`config.mk`:
```
export PLATFORM = sky130hd
export DESIGN_NAME = rgb_linear_fade_engine_flat
export DESIGN_NICKNAME = d
export VERILOG_FILES = /design/src/rtl/rlf_pkg.sv /design/src/rtl/rlf_intf.sv /design/src/rtl/rlf_fifo.sv /design/src/rtl/rlf_front.sv /design/src/rtl/rlf_div.sv /design/src/rtl/rlf_back.sv /design/src/rtl/rgb_linear_fade_engine.sv /design/src/flat_wrapper.sv
export VERILOG_INCLUDE_DIRS = /design/src /design/src/rtl
export SDC_FILE = /design/constraint.sdc
export NUM_CORES = 2
export LEC_CHECK = 0
export ABC_AREA = 1
export ABC_CLOCK_PERIOD_IN_PS = 23700
export BUFFER_PORTS_ARGS = -buffer_cell sky130_fd_sc_hd__clkbuf_2
export CORE_ASPECT_RATIO = 1.75
export CORE_MARGIN = 2
export CORE_UTILIZATION = 29
export CTS_CLUSTER_DIAMETER = 60
export DETAILED_ROUTE_END_ITERATION = 10
export PLACE_DENSITY = 0.47
export SLEW_MARGIN = 20
export SYNTH_ARGS = -nofsm -noshare
export SYNTH_HDL_FRONTEND = slang
export SYNTH_HIERARCHICAL = 1
export SYNTH_SLANG_ARGS = --single-unit
```
`constraint.sdc`:
```
create_clock -name clk -period 23.7 [get_ports clk]
set_clock_uncertainty 0.1 [all_clocks]
set_input_delay 2.37 -clock clk [delete_from_list [all_inputs] [get_ports clk]]
set_output_delay 2.37 -clock clk [all_outputs]
set_load 0.01 [all_outputs]
```
`src/rtl/rgb_linear_fade_engine_defines.svh`:
```
// ============================================================================
// rgb_linear_fade_engine_defines.svh
// Assertion macros for the fade engine; they compile to nothing in synthesis.
// ============================================================================
`ifndef RGB_LINEAR_FADE_ENGINE_DEFINES_SVH
`define RGB_LINEAR_FADE_ENGINE_DEFINES_SVH

`ifndef SYNTHESIS
// condition implies property in the same cycle
`define RLF_ASSERT_IMP(lbl, cond, prop) \
    lbl: assert property (@(posedge clk) disable iff (!rst_n) (cond) |-> (prop)) \
        else $error("rlf assertion failed");
// condition implies property in the following cycle
`define RLF_ASSERT_NXT(lbl, cond, prop) \
    lbl: assert property (@(posedge clk) disable iff (!rst_n) (cond) |=> (prop)) \
        else $error("rlf assertion failed");
`else
`define RLF_ASSERT_IMP(lbl, cond, prop)
`define RLF_ASSERT_NXT(lbl, cond, prop)
`endif

`endif

```
`src/rtl/rlf_pkg.sv`:
```
// ============================================================================
// rlf_pkg
// Shared types and constants of the RGB linear fade engine.
// ============================================================================
package rlf_pkg;

    localparam int COL_W     = 16;
    localparam int TIME_W    = 24;
    localparam int ELAPSED_W = 16;
    localparam int NCH       = 3;

    localparam logic [1:0] FUNC_SET   = 2'd0;
    localparam logic [1:0] FUNC_START = 2'd1;
    localparam logic [1:0] FUNC_ADV   = 2'd2;

    typedef enum logic [1:0] {
        OP_SET,
        OP_START,
        OP_ADV,
        OP_NOP
    } op_t;

    typedef struct packed {
        op_t                  op;
        logic [COL_W-1:0]     red;
        logic [COL_W-1:0]     green;
        logic [COL_W-1:0]     blue;
        logic [TIME_W-1:0]    delay;
        logic [TIME_W-1:0]    dur;
        logic [ELAPSED_W-1:0] elapsed;
    } cmd_t;

    localparam int QDEPTH = 2;
    localparam int QPTR_W = (QDEPTH > 1) ? $clog2(QDEPTH) : 1;
    localparam int QCNT_W = $clog2(QDEPTH + 1);

    typedef enum logic [2:0] {
        ST_IDLE,
        ST_EXEC,
        ST_DIV,
        ST_TICK,
        ST_MUL,
        ST_ADD,
        ST_RESP
    } state_t;

endpackage

```
`src/rtl/rlf_intf.sv`:
```
// ============================================================================
// rlf_intf
// Valid/ready channels of the fade engine: command beats in, result beats out.
// ============================================================================
interface rlf_cmd_if
    import rlf_pkg::*;
();
    logic                 valid;
    logic                 ready;
    logic [1:0]           func;
    logic [COL_W-1:0]     red_in;
    logic [COL_W-1:0]     green_in;
    logic [COL_W-1:0]     blue_in;
    logic [TIME_W-1:0]    delay_ticks;
    logic [TIME_W-1:0]    duration_ticks;
    logic [ELAPSED_W-1:0] elapsed_ticks;

    modport source (
        output valid, func, red_in, green_in, blue_in,
               delay_ticks, duration_ticks, elapsed_ticks,
        input  ready
    );
    modport sink (
        input  valid, func, red_in, green_in, blue_in,
               delay_ticks, duration_ticks, elapsed_ticks,
        output ready
    );
endinterface

interface rlf_rsp_if
    import rlf_pkg::*;
();
    logic             valid;
    logic             ready;
    logic             accepted;
    logic             fading;
    logic [COL_W-1:0] red_out;
    logic [COL_W-1:0] green_out;
    logic [COL_W-1:0] blue_out;

    modport source (
        output valid, accepted, fading, red_out, green_out, blue_out,
        input  ready
    );
    modport sink (
        input  valid, accepted, fading, red_out, green_out, blue_out,
        output ready
    );
endinterface

```
`src/rtl/rlf_fifo.sv`:
```
// ============================================================================
// rlf_fifo
// Short command queue between the front decode stage and the execution unit.
// ============================================================================
module rlf_fifo
    import rlf_pkg::*;
(
    input  logic clk,
    input  logic rst_n,
    input  logic push,
    input  cmd_t data_in,
    output logic full,
    input  logic pop,
    output cmd_t data_out,
    output logic empty
);

    cmd_t              mem_reg [QDEPTH];
    logic [QPTR_W-1:0] wr_ptr_reg;
    logic [QPTR_W-1:0] wr_ptr_next;
    logic [QPTR_W-1:0] rd_ptr_reg;
    logic [QPTR_W-1:0] rd_ptr_next;
    logic [QCNT_W-1:0] cnt_reg;
    logic [QCNT_W-1:0] cnt_next;
    logic              do_push;
    logic              do_pop;

    assign full     = (cnt_reg == QCNT_W'(QDEPTH));
    assign empty    = (cnt_reg == '0);
    assign do_push  = push && !full;
    assign do_pop   = pop && !empty;
    assign data_out = mem_reg[rd_ptr_reg];

    always_comb
    begin
        wr_ptr_next = wr_ptr_reg;
        rd_ptr_next = rd_ptr_reg;
        cnt_next    = cnt_reg;
        if (do_push)
        begin
            wr_ptr_next = (wr_ptr_reg == QPTR_W'(QDEPTH - 1)) ? '0 : wr_ptr_reg + 1'b1;
        end
        if (do_pop)
        begin
            rd_ptr_next = (rd_ptr_reg == QPTR_W'(QDEPTH - 1)) ? '0 : rd_ptr_reg + 1'b1;
        end
        if (do_push && !do_pop)
        begin
            cnt_next = cnt_reg + 1'b1;
        end
        else if (do_pop && !do_push)
        begin
            cnt_next = cnt_reg - 1'b1;
        end
    end

    always_ff @(posedge clk or negedge rst_n)
    begin
        if (!rst_n)
        begin
            wr_ptr_reg <= '0;
            rd_ptr_reg <= '0;
            cnt_reg    <= '0;
        end
        else
        begin
            wr_ptr_reg <= wr_ptr_next;
            rd_ptr_reg <= rd_ptr_next;
            cnt_reg    <= cnt_next;
        end
    end

    always_ff @(posedge clk)
    begin
        if (do_push)
        begin
            mem_reg[wr_ptr_reg] <= data_in;
        end
    end

endmodule

```
`src/rtl/rlf_front.sv`:
```
// ============================================================================
// rlf_front
// Command intake: decodes func, masks colour and time fields to the configured widths.
// ============================================================================
module rlf_front
    import rlf_pkg::*;
#(
    parameter int TIME_BITS   = 24,
    parameter int COLOUR_BITS = 16
)
(
    input  logic          clk,
    input  logic          rst_n,
    rlf_cmd_if.sink       cmd,
    input  logic          q_full,
    output logic          q_push,
    output cmd_t          q_data
);

    localparam int TE = (TIME_BITS < TIME_W) ? TIME_BITS : TIME_W;

    logic vld_reg;
    logic vld_next;
    cmd_t data_reg;
    cmd_t data_next;
    logic take;

    assign q_push    = vld_reg && !q_full;
    assign q_data    = data_reg;
    assign cmd.ready = !vld_reg || !q_full;
    assign take      = cmd.valid && cmd.ready;

    always_comb
    begin
        data_next         = data_reg;
        data_next.red     = COL_W'(cmd.red_in[COLOUR_BITS-1:0]);
        data_next.green   = COL_W'(cmd.green_in[COLOUR_BITS-1:0]);
        data_next.blue    = COL_W'(cmd.blue_in[COLOUR_BITS-1:0]);
        data_next.delay   = TIME_W'(cmd.delay_ticks[TE-1:0]);
        data_next.dur     = TIME_W'(cmd.duration_ticks[TE-1:0]);
        data_next.elapsed = cmd.elapsed_ticks;
        case (cmd.func)
            FUNC_SET:   data_next.op = OP_SET;
            FUNC_START: data_next.op = OP_START;
            FUNC_ADV:   data_next.op = OP_ADV;
            default:    data_next.op = OP_NOP;
        endcase

        vld_next = vld_reg;
        if (take)
        begin
            vld_next = 1'b1;
        end
        else if (q_push)
        begin
            vld_next = 1'b0;
        end
    end

    always_ff @(posedge clk or negedge rst_n)
    begin
        if (!rst_n)
        begin
            vld_reg <= 1'b0;
        end
        else
        begin
            vld_reg <= vld_next;
        end
    end

    always_ff @(posedge clk)
    begin
        if (take)
        begin
            data_reg <= data_next;
        end
    end

endmodule

```
`src/rtl/rlf_div.sv`:
```
// ============================================================================
// rlf_div
// Three-lane restoring divider, one quotient bit per lane per cycle.
// ============================================================================
module rlf_div
    import rlf_pkg::*;
#(
    parameter int DW = 32,
    parameter int VW = 24
)
(
    input  logic          clk,
    input  logic          rst_n,
    input  logic          start,
    input  logic [DW-1:0] dividend [NCH],
    input  logic [VW-1:0] divisor,
    output logic          done,
    output logic [DW-1:0] quot [NCH]
);

    localparam int CW = (DW > 1) ? $clog2(DW) : 1;

    logic          busy_reg;
    logic          busy_next;
    logic          done_reg;
    logic          done_next;
    logic [CW-1:0] cnt_reg;
    logic [CW-1:0] cnt_next;
    logic [VW-1:0] dvs_reg;
    logic [VW-1:0] rem_reg  [NCH];
    logic [VW-1:0] rem_next [NCH];
    logic [DW-1:0] q_reg    [NCH];
    logic [DW-1:0] q_next   [NCH];
    logic [VW:0]   rem_sh   [NCH];
    logic [VW:0]   rem_sub  [NCH];

    assign done = done_reg;
    assign quot = q_reg;

    always_comb
    begin
        busy_next = busy_reg;
        done_next = 1'b0;
        cnt_next  = cnt_reg;
        for (int c = 0; c < NCH; c++)
        begin
            rem_sh[c]   = {rem_reg[c], q_reg[c][DW-1]};
            rem_sub[c]  = rem_sh[c] - {1'b0, dvs_reg};
            rem_next[c] = rem_reg[c];
            q_next[c]   = q_reg[c];
            if (start)
            begin
                rem_next[c] = '0;
                q_next[c]   = dividend[c];
            end
            else if (busy_reg)
            begin
                // remainder stays below the divisor, so VW bits hold it
                if (rem_sh[c] >= {1'b0, dvs_reg})
                begin
                    rem_next[c] = rem_sub[c][VW-1:0];
                    q_next[c]   = {q_reg[c][DW-2:0], 1'b1};
                end
                else
                begin
                    rem_next[c] = rem_sh[c][VW-1:0];
                    q_next[c]   = {q_reg[c][DW-2:0], 1'b0};
                end
            end
        end
        if (start)
        begin
            busy_next = 1'b1;
            cnt_next  = '0;
        end
        else if (busy_reg)
        begin
            cnt_next = cnt_reg + 1'b1;
            if (cnt_reg == CW'(DW - 1))
            begin
                busy_next = 1'b0;
                done_next = 1'b1;
            end
        end
    end

    always_ff @(posedge clk or negedge rst_n)
    begin
        if (!rst_n)
        begin
            busy_reg <= 1'b0;
            done_reg <= 1'b0;
            cnt_reg  <= '0;
        end
        else
        begin
            busy_reg <= busy_next;
            done_reg <= done_next;
            cnt_reg  <= cnt_next;
        end
    end

    always_ff @(posedge clk)
    begin
        if (start)
        begin
            dvs_reg <= divisor;
        end
        rem_reg <= rem_next;
        q_reg   <= q_next;
    end

endmodule

```
`src/rtl/rlf_back.sv`:
```
// ============================================================================
// rlf_back
// Execution unit: holds the fade state, runs each command and registers the
// result beat.
// ============================================================================
module rlf_back
    import rlf_pkg::*;
#(
    parameter int TIME_BITS      = 24,
    parameter int COLOUR_BITS    = 16,
    parameter int STEP_FRAC_BITS = 16
)
(
    input  logic      clk,
    input  logic      rst_n,
    input  logic      q_empty,
    input  cmd_t      q_data,
    output logic      q_pop,
    rlf_rsp_if.source rsp
);

    localparam int AW = COLOUR_BITS + STEP_FRAC_BITS;
    localparam int TE = (TIME_BITS < TIME_W) ? TIME_BITS : TIME_W;
    localparam int TW = ((TE > ELAPSED_W) ? TE : ELAPSED_W) + 2;
    localparam int PW = AW + ELAPSED_W + 2;
    localparam logic [AW-1:0] ACC_MAX = {AW{1'b1}};

    state_t                   state_reg;
    state_t                   state_next;
    cmd_t                     cmd_reg;
    cmd_t                     cmd_next;
    logic [AW-1:0]            acc_reg   [NCH];
    logic [AW-1:0]            acc_next  [NCH];
    logic signed [AW:0]       step_reg  [NCH];
    logic signed [AW:0]       step_next [NCH];
    logic [COLOUR_BITS-1:0]   tgt_reg   [NCH];
    logic [COLOUR_BITS-1:0]   tgt_next  [NCH];
    logic [NCH-1:0]           neg_reg;
    logic [NCH-1:0]           neg_next;
    logic signed [TW-1:0]     timer_reg;
    logic signed [TW-1:0]     timer_next;
    logic signed [TW-1:0]     old_t_reg;
    logic signed [TW-1:0]     old_t_next;
    logic [TE-1:0]            len_reg;
    logic [TE-1:0]            len_next;
    logic                     active_reg;
    logic                     active_next;
    logic                     hit_reg;
    logic                     hit_next;
    logic [ELAPSED_W-1:0]     ticks_reg;
    logic [ELAPSED_W-1:0]     ticks_next;
    logic                     fin_reg;
    logic                     fin_next;
    logic [1:0]               ch_reg;
    logic [1:0]               ch_next;
    logic signed [PW-1:0]     prod_reg;
    logic signed [PW-1:0]     prod_next;
    logic                     out_vld_reg;
    logic                     out_vld_next;
    logic                     out_acc_reg;
    logic                     out_acc_next;
    logic                     out_fad_reg;
    logic                     out_fad_next;
    logic [COL_W-1:0]         out_col_reg  [NCH];
    logic [COL_W-1:0]         out_col_next [NCH];

    logic [COLOUR_BITS-1:0]   rgb   [NCH];
    logic [COLOUR_BITS-1:0]   shown [NCH];
    logic signed [AW:0]       delta [NCH];
    logic signed [AW:0]       ndelta[NCH];
    logic [AW-1:0]            mag   [NCH];
    logic                     same;
    logic                     dur_nz;
    logic                     div_start;
    logic                     div_done;
    logic [AW-1:0]            quot  [NCH];
    logic signed [PW-1:0]     mul_out;
    logic signed [PW-1:0]     sum;
    logic signed [TW-1:0]     len_s;
    logic signed [TW-1:0]     lo;
    logic signed [TW-1:0]     hi;
    logic signed [TW-1:0]     span;

    assign rgb[0] = cmd_reg.red[COLOUR_BITS-1:0];
    assign rgb[1] = cmd_reg.green[COLOUR_BITS-1:0];
    assign rgb[2] = cmd_reg.blue[COLOUR_BITS-1:0];

    assign q_pop     = (state_reg == ST_IDLE) && !q_empty;
    assign dur_nz    = (cmd_reg.dur[TE-1:0] != '0);
    assign div_start = (state_reg == ST_EXEC) && (cmd_reg.op == OP_START) && dur_nz && !same;

    always_comb
    begin
        same = 1'b1;
        for (int c = 0; c < NCH; c++)
        begin
            shown[c]  = acc_reg[c][AW-1:STEP_FRAC_BITS];
            delta[c]  = $signed({1'b0, rgb[c], {STEP_FRAC_BITS{1'b0}}})
                        - $signed({1'b0, acc_reg[c]});
            ndelta[c] = -delta[c];
            mag[c]    = delta[c][AW] ? ndelta[c][AW-1:0] : delta[c][AW-1:0];
            if (rgb[c] != shown[c])
            begin
                same = 1'b0;
            end
        end
    end

    rlf_div #(
        .DW (AW),
        .VW (TE)
    ) u_div (
        .clk      (clk),
        .rst_n    (rst_n),
        .start    (div_start),
        .dividend (mag),
        .divisor  (cmd_reg.dur[TE-1:0]),
        .done     (div_done),
        .quot     (quot)
    );

    // step * ticks for the channel in turn, then accumulate with clamp
    assign mul_out = step_reg[ch_reg] * $signed({1'b0, ticks_reg});
    assign sum     = prod_reg + $signed(PW'(acc_reg[ch_reg]));

    assign len_s = $signed(TW'(len_reg));
    assign lo    = (old_t_reg > 0) ? old_t_reg : '0;
    assign hi    = (timer_reg < len_s) ? timer_reg : len_s;
    assign span  = hi - lo;

    assign rsp.valid     = out_vld_reg;
    assign rsp.accepted  = out_acc_reg;
    assign rsp.fading    = out_fad_reg;
    assign rsp.red_out   = out_col_reg[0];
    assign rsp.green_out = out_col_reg[1];
    assign rsp.blue_out  = out_col_reg[2];

    always_comb
    begin
        state_next   = state_reg;
        cmd_next     = cmd_reg;
        acc_next     = acc_reg;
        step_next    = step_reg;
        tgt_next     = tgt_reg;
        neg_next     = neg_reg;
        timer_next   = timer_reg;
        old_t_next   = old_t_reg;
        len_next     = len_reg;
        active_next  = active_reg;
        hit_next     = hit_reg;
        ticks_next   = ticks_reg;
        fin_next     = fin_reg;
        ch_next      = ch_reg;
        prod_next    = prod_reg;
        out_vld_next = out_vld_reg && !rsp.ready;
        out_acc_next = out_acc_reg;
        out_fad_next = out_fad_reg;
        out_col_next = out_col_reg;

        case (state_reg)
            ST_IDLE:
            begin
                if (!q_empty)
                begin
                    cmd_next   = q_data;
                    state_next = ST_EXEC;
                end
            end
            ST_EXEC:
            begin
                hit_next   = 1'b0;
                state_next = ST_RESP;
                case (cmd_reg.op)
                    OP_SET:
                    begin
                        for (int c = 0; c < NCH; c++)
                        begin
                            acc_next[c] = {rgb[c], {STEP_FRAC_BITS{1'b0}}};
                        end
                        timer_next  = '0;
                        len_next    = '0;
                        active_next = 1'b0;
                        hit_next    = 1'b1;
                    end
                    OP_START:
                    begin
                        if (dur_nz && !same)
                        begin
                            for (int c = 0; c < NCH; c++)
                            begin
                                neg_next[c] = delta[c][AW];
                                tgt_next[c] = rgb[c];
                            end
                            state_next = ST_DIV;
                        end
                    end
                    OP_ADV:
                    begin
                        if (active_reg)
                        begin
                            hit_next   = 1'b1;
                            old_t_next = timer_reg;
                            timer_next = timer_reg + $signed(TW'(cmd_reg.elapsed));
                            state_next = ST_TICK;
                        end
                    end
                    default:
                    begin
                        hit_next = 1'b0;
                    end
                endcase
            end
            ST_DIV:
            begin
                if (div_done)
                begin
                    for (int c = 0; c < NCH; c++)
                    begin
                        step_next[c] = neg_reg[c] ? -$signed({1'b0, quot[c]})
                                                  : $signed({1'b0, quot[c]});
                    end
                    timer_next  = -$signed(TW'(cmd_reg.delay[TE-1:0]));
                    len_next    = cmd_reg.dur[TE-1:0];
                    active_next = 1'b1;
                    hit_next    = 1'b1;
                    state_next  = ST_RESP;
                end
            end
            ST_TICK:
            begin
                // only the part of the step inside [0, length] moves the colour
                ticks_next = (hi > lo) ? span[ELAPSED_W-1:0] : '0;
                fin_next   = (timer_reg >= len_s);
                ch_next    = '0;
                state_next = ST_MUL;
            end
            ST_MUL:
            begin
                prod_next  = mul_out;
                state_next = ST_ADD;
            end
            ST_ADD:
            begin
                if (sum < 0)
                begin
                    acc_next[ch_reg] = '0;
                end
                else if (sum > $signed(PW'(ACC_MAX)))
                begin
                    acc_next[ch_reg] = ACC_MAX;
                end
                else
                begin
                    acc_next[ch_reg] = sum[AW-1:0];
                end
                if (ch_reg == 2'(NCH - 1))
                begin
                    if (fin_reg)
                    begin
                        for (int c = 0; c < NCH; c++)
                        begin
                            acc_next[c] = {tgt_reg[c], {STEP_FRAC_BITS{1'b0}}};
                        end
                        active_next = 1'b0;
                    end
                    state_next = ST_RESP;
                end
                else
                begin
                    ch_next    = ch_reg + 1'b1;
                    state_next = ST_MUL;
                end
            end
            ST_RESP:
            begin
                if (!out_vld_reg || rsp.ready)
                begin
                    out_vld_next = 1'b1;
                    out_acc_next = hit_reg;
                    out_fad_next = active_reg;
                    for (int c = 0; c < NCH; c++)
                    begin
                        out_col_next[c] = COL_W'(shown[c]);
                    end
                    state_next = ST_IDLE;
                end
            end
            default:
            begin
                state_next = ST_IDLE;
            end
        endcase
    end

    always_ff @(posedge clk or negedge rst_n)
    begin
        if (!rst_n)
        begin
            state_reg   <= ST_IDLE;
            out_vld_reg <= 1'b0;
            active_reg  <= 1'b0;
            timer_reg   <= '0;
            len_reg     <= '0;
            for (int c = 0; c < NCH; c++)
            begin
                acc_reg[c]  <= '0;
                step_reg[c] <= '0;
                tgt_reg[c]  <= '0;
            end
        end
        else
        begin
            state_reg   <= state_next;
            out_vld_reg <= out_vld_next;
            active_reg  <= active_next;
            timer_reg   <= timer_next;
            len_reg     <= len_next;
            acc_reg     <= acc_next;
            step_reg    <= step_next;
            tgt_reg     <= tgt_next;
        end
    end

    always_ff @(posedge clk)
    begin
        cmd_reg     <= cmd_next;
        neg_reg     <= neg_next;
        old_t_reg   <= old_t_next;
        hit_reg     <= hit_next;
        ticks_reg   <= ticks_next;
        fin_reg     <= fin_next;
        ch_reg      <= ch_next;
        prod_reg    <= prod_next;
        out_acc_reg <= out_acc_next;
        out_fad_reg <= out_fad_next;
        out_col_reg <= out_col_next;
    end

endmodule

```
`src/rtl/rgb_linear_fade_engine.sv`:
```
// ============================================================================
// rgb_linear_fade_engine
// Three-channel linear color fader with delayed start and snap to target.
// ============================================================================
// Usage:
//   cmd: valid/ready command beats (set color, start fade, advance time).
//   rsp: valid/ready result beats, exactly one per command, in order.
//   A front stage registers and decodes each command into a two-entry
//   queue; the execution unit drains it one command at a time.
//   Execution in the back end, per command:
//     set color / refused / idle advance / unused code : decode and result only
//     advance of a running fade          : tick setup, then 3 shared mul/add passes
//     accepted start fade                 : waits for the bit-serial step divider
//   Each cmd beat is registered in the front stage and then in the queue
//   before the execution unit takes it. The execution unit takes the next
//   command only once it has registered the result of the last one.
//   Reset clears color, steps, target and timer to zero and leaves the
//   fader idle; rsp.valid drops.
//   If rsp stalls, the result register holds; the execution unit finishes
//   the next command and the queue keeps taking beats until it is full.
// ============================================================================
`include "rgb_linear_fade_engine_defines.svh"

module rgb_linear_fade_engine
    import rlf_pkg::*;
#(
    parameter int TIME_BITS      = 24,
    parameter int COLOUR_BITS    = 16,
    parameter int STEP_FRAC_BITS = 16
)
(
    input  logic      clk,
    input  logic      rst_n,
    rlf_cmd_if.sink   cmd,
    rlf_rsp_if.source rsp
);

    logic q_push;
    logic q_full;
    logic q_pop;
    logic q_empty;
    cmd_t q_in;
    cmd_t q_out;

    rlf_front #(
        .TIME_BITS   (TIME_BITS),
        .COLOUR_BITS (COLOUR_BITS)
    ) u_front (
        .clk    (clk),
        .rst_n  (rst_n),
        .cmd    (cmd),
        .q_full (q_full),
        .q_push (q_push),
        .q_data (q_in)
    );

    rlf_fifo u_fifo (
        .clk      (clk),
        .rst_n    (rst_n),
        .push     (q_push),
        .data_in  (q_in),
        .full     (q_full),
        .pop      (q_pop),
        .data_out (q_out),
        .empty    (q_empty)
    );

    rlf_back #(
        .TIME_BITS      (TIME_BITS),
        .COLOUR_BITS    (COLOUR_BITS),
        .STEP_FRAC_BITS (STEP_FRAC_BITS)
    ) u_back (
        .clk     (clk),
        .rst_n   (rst_n),
        .q_empty (q_empty),
        .q_data  (q_out),
        .q_pop   (q_pop),
        .rsp     (rsp)
    );

    `RLF_ASSERT_IMP(a_push_not_full, q_push, !q_full)
    `RLF_ASSERT_IMP(a_pop_not_empty, q_pop, !q_empty)
    `RLF_ASSERT_NXT(a_one_at_a_time, q_pop, !q_pop)

endmodule

```
`src/flat_wrapper.sv`:
```
// flat-port wrapper written by rule: the top's interface ports become plain ports
module rgb_linear_fade_engine_flat import rlf_pkg::*;
#(
    parameter int TIME_BITS      = 24,
    parameter int COLOUR_BITS    = 16,
    parameter int STEP_FRAC_BITS = 16
)
  (clk, rst_n, cmd_valid, cmd_func, cmd_red_in, cmd_green_in, cmd_blue_in, cmd_delay_ticks, cmd_duration_ticks, cmd_elapsed_ticks, cmd_ready, rsp_valid, rsp_accepted, rsp_fading, rsp_red_out, rsp_green_out, rsp_blue_out, rsp_ready);
  rlf_cmd_if cmd_i ();
  rlf_rsp_if rsp_i ();
  input  logic clk;
  input  logic rst_n;
  input wire logic [$bits(cmd_i.valid)-1:0] cmd_valid;
  input wire logic [$bits(cmd_i.func)-1:0] cmd_func;
  input wire logic [$bits(cmd_i.red_in)-1:0] cmd_red_in;
  input wire logic [$bits(cmd_i.green_in)-1:0] cmd_green_in;
  input wire logic [$bits(cmd_i.blue_in)-1:0] cmd_blue_in;
  input wire logic [$bits(cmd_i.delay_ticks)-1:0] cmd_delay_ticks;
  input wire logic [$bits(cmd_i.duration_ticks)-1:0] cmd_duration_ticks;
  input wire logic [$bits(cmd_i.elapsed_ticks)-1:0] cmd_elapsed_ticks;
  output wire logic [$bits(cmd_i.ready)-1:0] cmd_ready;
  output wire logic [$bits(rsp_i.valid)-1:0] rsp_valid;
  output wire logic [$bits(rsp_i.accepted)-1:0] rsp_accepted;
  output wire logic [$bits(rsp_i.fading)-1:0] rsp_fading;
  output wire logic [$bits(rsp_i.red_out)-1:0] rsp_red_out;
  output wire logic [$bits(rsp_i.green_out)-1:0] rsp_green_out;
  output wire logic [$bits(rsp_i.blue_out)-1:0] rsp_blue_out;
  input wire logic [$bits(rsp_i.ready)-1:0] rsp_ready;
  assign cmd_i.valid = cmd_valid;
  assign cmd_i.func = cmd_func;
  assign cmd_i.red_in = cmd_red_in;
  assign cmd_i.green_in = cmd_green_in;
  assign cmd_i.blue_in = cmd_blue_in;
  assign cmd_i.delay_ticks = cmd_delay_ticks;
  assign cmd_i.duration_ticks = cmd_duration_ticks;
  assign cmd_i.elapsed_ticks = cmd_elapsed_ticks;
  assign cmd_ready = cmd_i.ready;
  assign rsp_valid = rsp_i.valid;
  assign rsp_accepted = rsp_i.accepted;
  assign rsp_fading = rsp_i.fading;
  assign rsp_red_out = rsp_i.red_out;
  assign rsp_green_out = rsp_i.green_out;
  assign rsp_blue_out = rsp_i.blue_out;
  assign rsp_i.ready = rsp_ready;
  rgb_linear_fade_engine #(.TIME_BITS(TIME_BITS), .COLOUR_BITS(COLOUR_BITS), .STEP_FRAC_BITS(STEP_FRAC_BITS)) u_core (.clk(clk), .rst_n(rst_n), .cmd(cmd_i), .rsp(rsp_i));
endmodule
```
==> flow_summary.json <==
{
  "outcome": "complete, no violations",
  "critPathKind": "register to register",
  "clk_pin_slew_ns": 0.08,
  "drv_cap": 0,
  "setup_viol": 0,
  "synth_nets": 11200,
  "max_clock_freq_mhz": 108,
  "ys_seq_area_share_pct": 37.6,
  "rsz0062_at_grt": "false",
  "synth_top_area_cell": "edfxtp_1",
  "fin_tns_setup_ns": 0,
  "avgSynthCellArea_um2": 8.08,
  "layout_commonest_cell": "nand2_1",
  "slowest_stage": "o21ai_1",
  "gp_congestion": 0.964,
  "finalNetCount": 11200,
  "netlist_area_um2": 82500,
  "startpoint_type": "register",
  "die_h_um": 709,
  "grt_pass1_wl_mm": 437,
  "drt_iter0_drc": 3883,
  "worstPathArrival_ns": 9.63,
  "synthToLayoutAreaGrowth_pct": 11.0,
  "cp_top_family": "adder cells",
  "gr-total-overflow": 0,
  "num_rows": 259,
  "clk_latency_ns": 0.76,
  "die_area_um2": 289000,
  "critPathRequiredTime_ns": 24.07,
  "core_area_um2": 284000,
  "post_cts_buffers": 0,
  "antenna_found_initial": 8,
  "synth_top_area_share_pct": 26.4,
  "yosysUniqueCellTypes": 78,
  "postSynthCellCount": 10200,
  "crit_end": "u_core/u_back/prod_reg[33]",
  "timing.slew.headroom_pct": 10.1,
  "cp.depth": 28,
  "drt-total-wl_mm": 292,
  "vias": 66500,
  "ys_ff_latch": 1107,
  "numCtsBuffers": 109,
  "min_period_over_period_pct": 39.1,
  "ant_nets": 0,
  "hold_start": "u_core/u_back/hit_reg",
  "startpoint": "u_core/u_back/ch_reg[1]",
  "wire_per_inst_um": 20.6,
  "hold_viol": 0,
  "final.min_clock_period_ns": 9.26,
  "die_w_um": 407,
  "grt_pass1_vias": 68500,
  "tritoncts": "done",
  "io_buffers": 169,
  "maxSlewViolCount": 0,
  "largest_reg_flops": 228,
  "synth_area_leaders": "edfxtp_1 26%, nand2_1 13%, fa_1 12%",
  "cts_sinks": 1107,
  "via_per_inst": 4.70,
  "synth_edf_count": 725,
  "cts-hold-fix-buffers": 0,
  "tightest_slew_ns": 1.33,
  "initial_core_util_pct": 29.1,
  "h-tree-depth": 3,
  "synthArstFlopShare_pct": 28.0,
  "drive_gt1_share_pct": 6.74,
  "r2r-start": "u_core/u_back/ch_reg[1]",
  "grtUsageTotal_pct": 20.2,
  "dp_hpwl_mm": 235,
  "drc": 0,
  "cp_num_buf_inv": 9,
  "yosysWarnings": 6,
  "drt_pre_antenna_iters": 6,
  "synth_flop_cell": "edfxtp_1",
  "reg2reg_depth": 28,
  "critPathMaxStageDelay_ns": 0.71,
  "grt_max_degree": 115,
  "clockRootBuffer": "clkbuf_16",
  "cp_max_fo": 65,
  "holdCritPathClass": "register to register",
  "cts_max_path_buffers": 3,
  "ctsResizeCount": 0,
  "r2r_slack_ns": 14.44,
  "endpoint_kind": "register",
  "rr_endpoint": "u_core/u_back/prod_reg[33]",
  "pin_count": 170,
  "most-common-layout-cells": "2941 x nand2_1, 1655 x inv_1, 906 x nor2_1"
}
## cell usage after synthesis (16+ instances only)
cell type  count
nand2_1     2943
inv_1       1659
nor2_1       918
edfxtp_1     725
fa_1         509
o21ai_0      486
a21oi_1      475
ha_1         354
nand3_1      321
dfrtp_1      310
clkbuf_1     250
xor2_1       190
xnor2_1      154
nand4_1      149
nor3_1        83
dfxtp_1       72
o22ai_1       68
nand2_2       48
buf_2         41
a31oi_1       38
nor4_1        38
nand3b_1      34
inv_2         32
nor2_2        27
o21ai_1       27
nand3_2       20
clkinv_1      16
## worst min path at each step
stage	end	slack, ns	cells after the start
6_report	u_core/u_back/rsp.accepted	0.34	0
5_1_grt	u_core/u_back/rsp.accepted	0.34	0
4_1_cts	u_core/u_back/rsp.accepted	0.34	0
3_5_place_dp	u_core/u_back/rsp.accepted	0.31	0
3_3_place_gp	u_core/u_back/rsp.accepted	0.32	0
2_1_floorplan	u_core/u_back/rsp.accepted	0.30	0
## routing by layer
layer | track usage [%] | vias to the layer above | part of all wire [%]
met4 | 12.4 | 0 | 7.2
met3 | 1.48 | 557 | 2.7
met5 | 0 | - | 0
met1 | 22.2 | 32100 | 38
li1 | - | 32400 | -
met2 | 37.5 | 1490 | 52
## logic make-up after synthesis
family / after synthesis / share of synthesized area [%]
AO/OA/AOI/OAI: 1199 / 7.87
XOR/XNOR: 358 / 3.94
adder cells (fa/ha/maj): 863 / 17.7
buffers and inverters: 2030 / 9.47
flip-flops: 1107 / 37.6
other: 1 / 0.00455
AND/OR/NAND/NOR: 4649 / 23.4
## final cells by class
cell class / instances / area, µm²
antenna: 3 / 7.51
clock buffer: 130 / 2960
clock inverter: 76 / 983
fill: 30000 / 192000
inverter: 1708 / 6420
multi-input combinational: 7070 / 43800
sequential: 1107 / 31000
tap: 3784 / 4730
timing repair buffer: 272 / 1630
## stage by stage
step	worst slack (ns)	area, µm²	hold WS, ns	util (%)	std cells
after CTS	14.42	91500	0.338	32.3	14100
after global placement	14.52	87500	0.321	30.9	13900
after global routing	13.83	91500	0.342	32.3	14100
after detailed placement	14.44	87500	0.306	30.9	13900
final	14.44	91500	0.336	32.3	14200
after floorplan	12.91	82500	0.300	-	10200
Power is left out: the tool's default activity adds up to more than one toggle a clock period on the data nets, which glitch-free logic cannot reach.
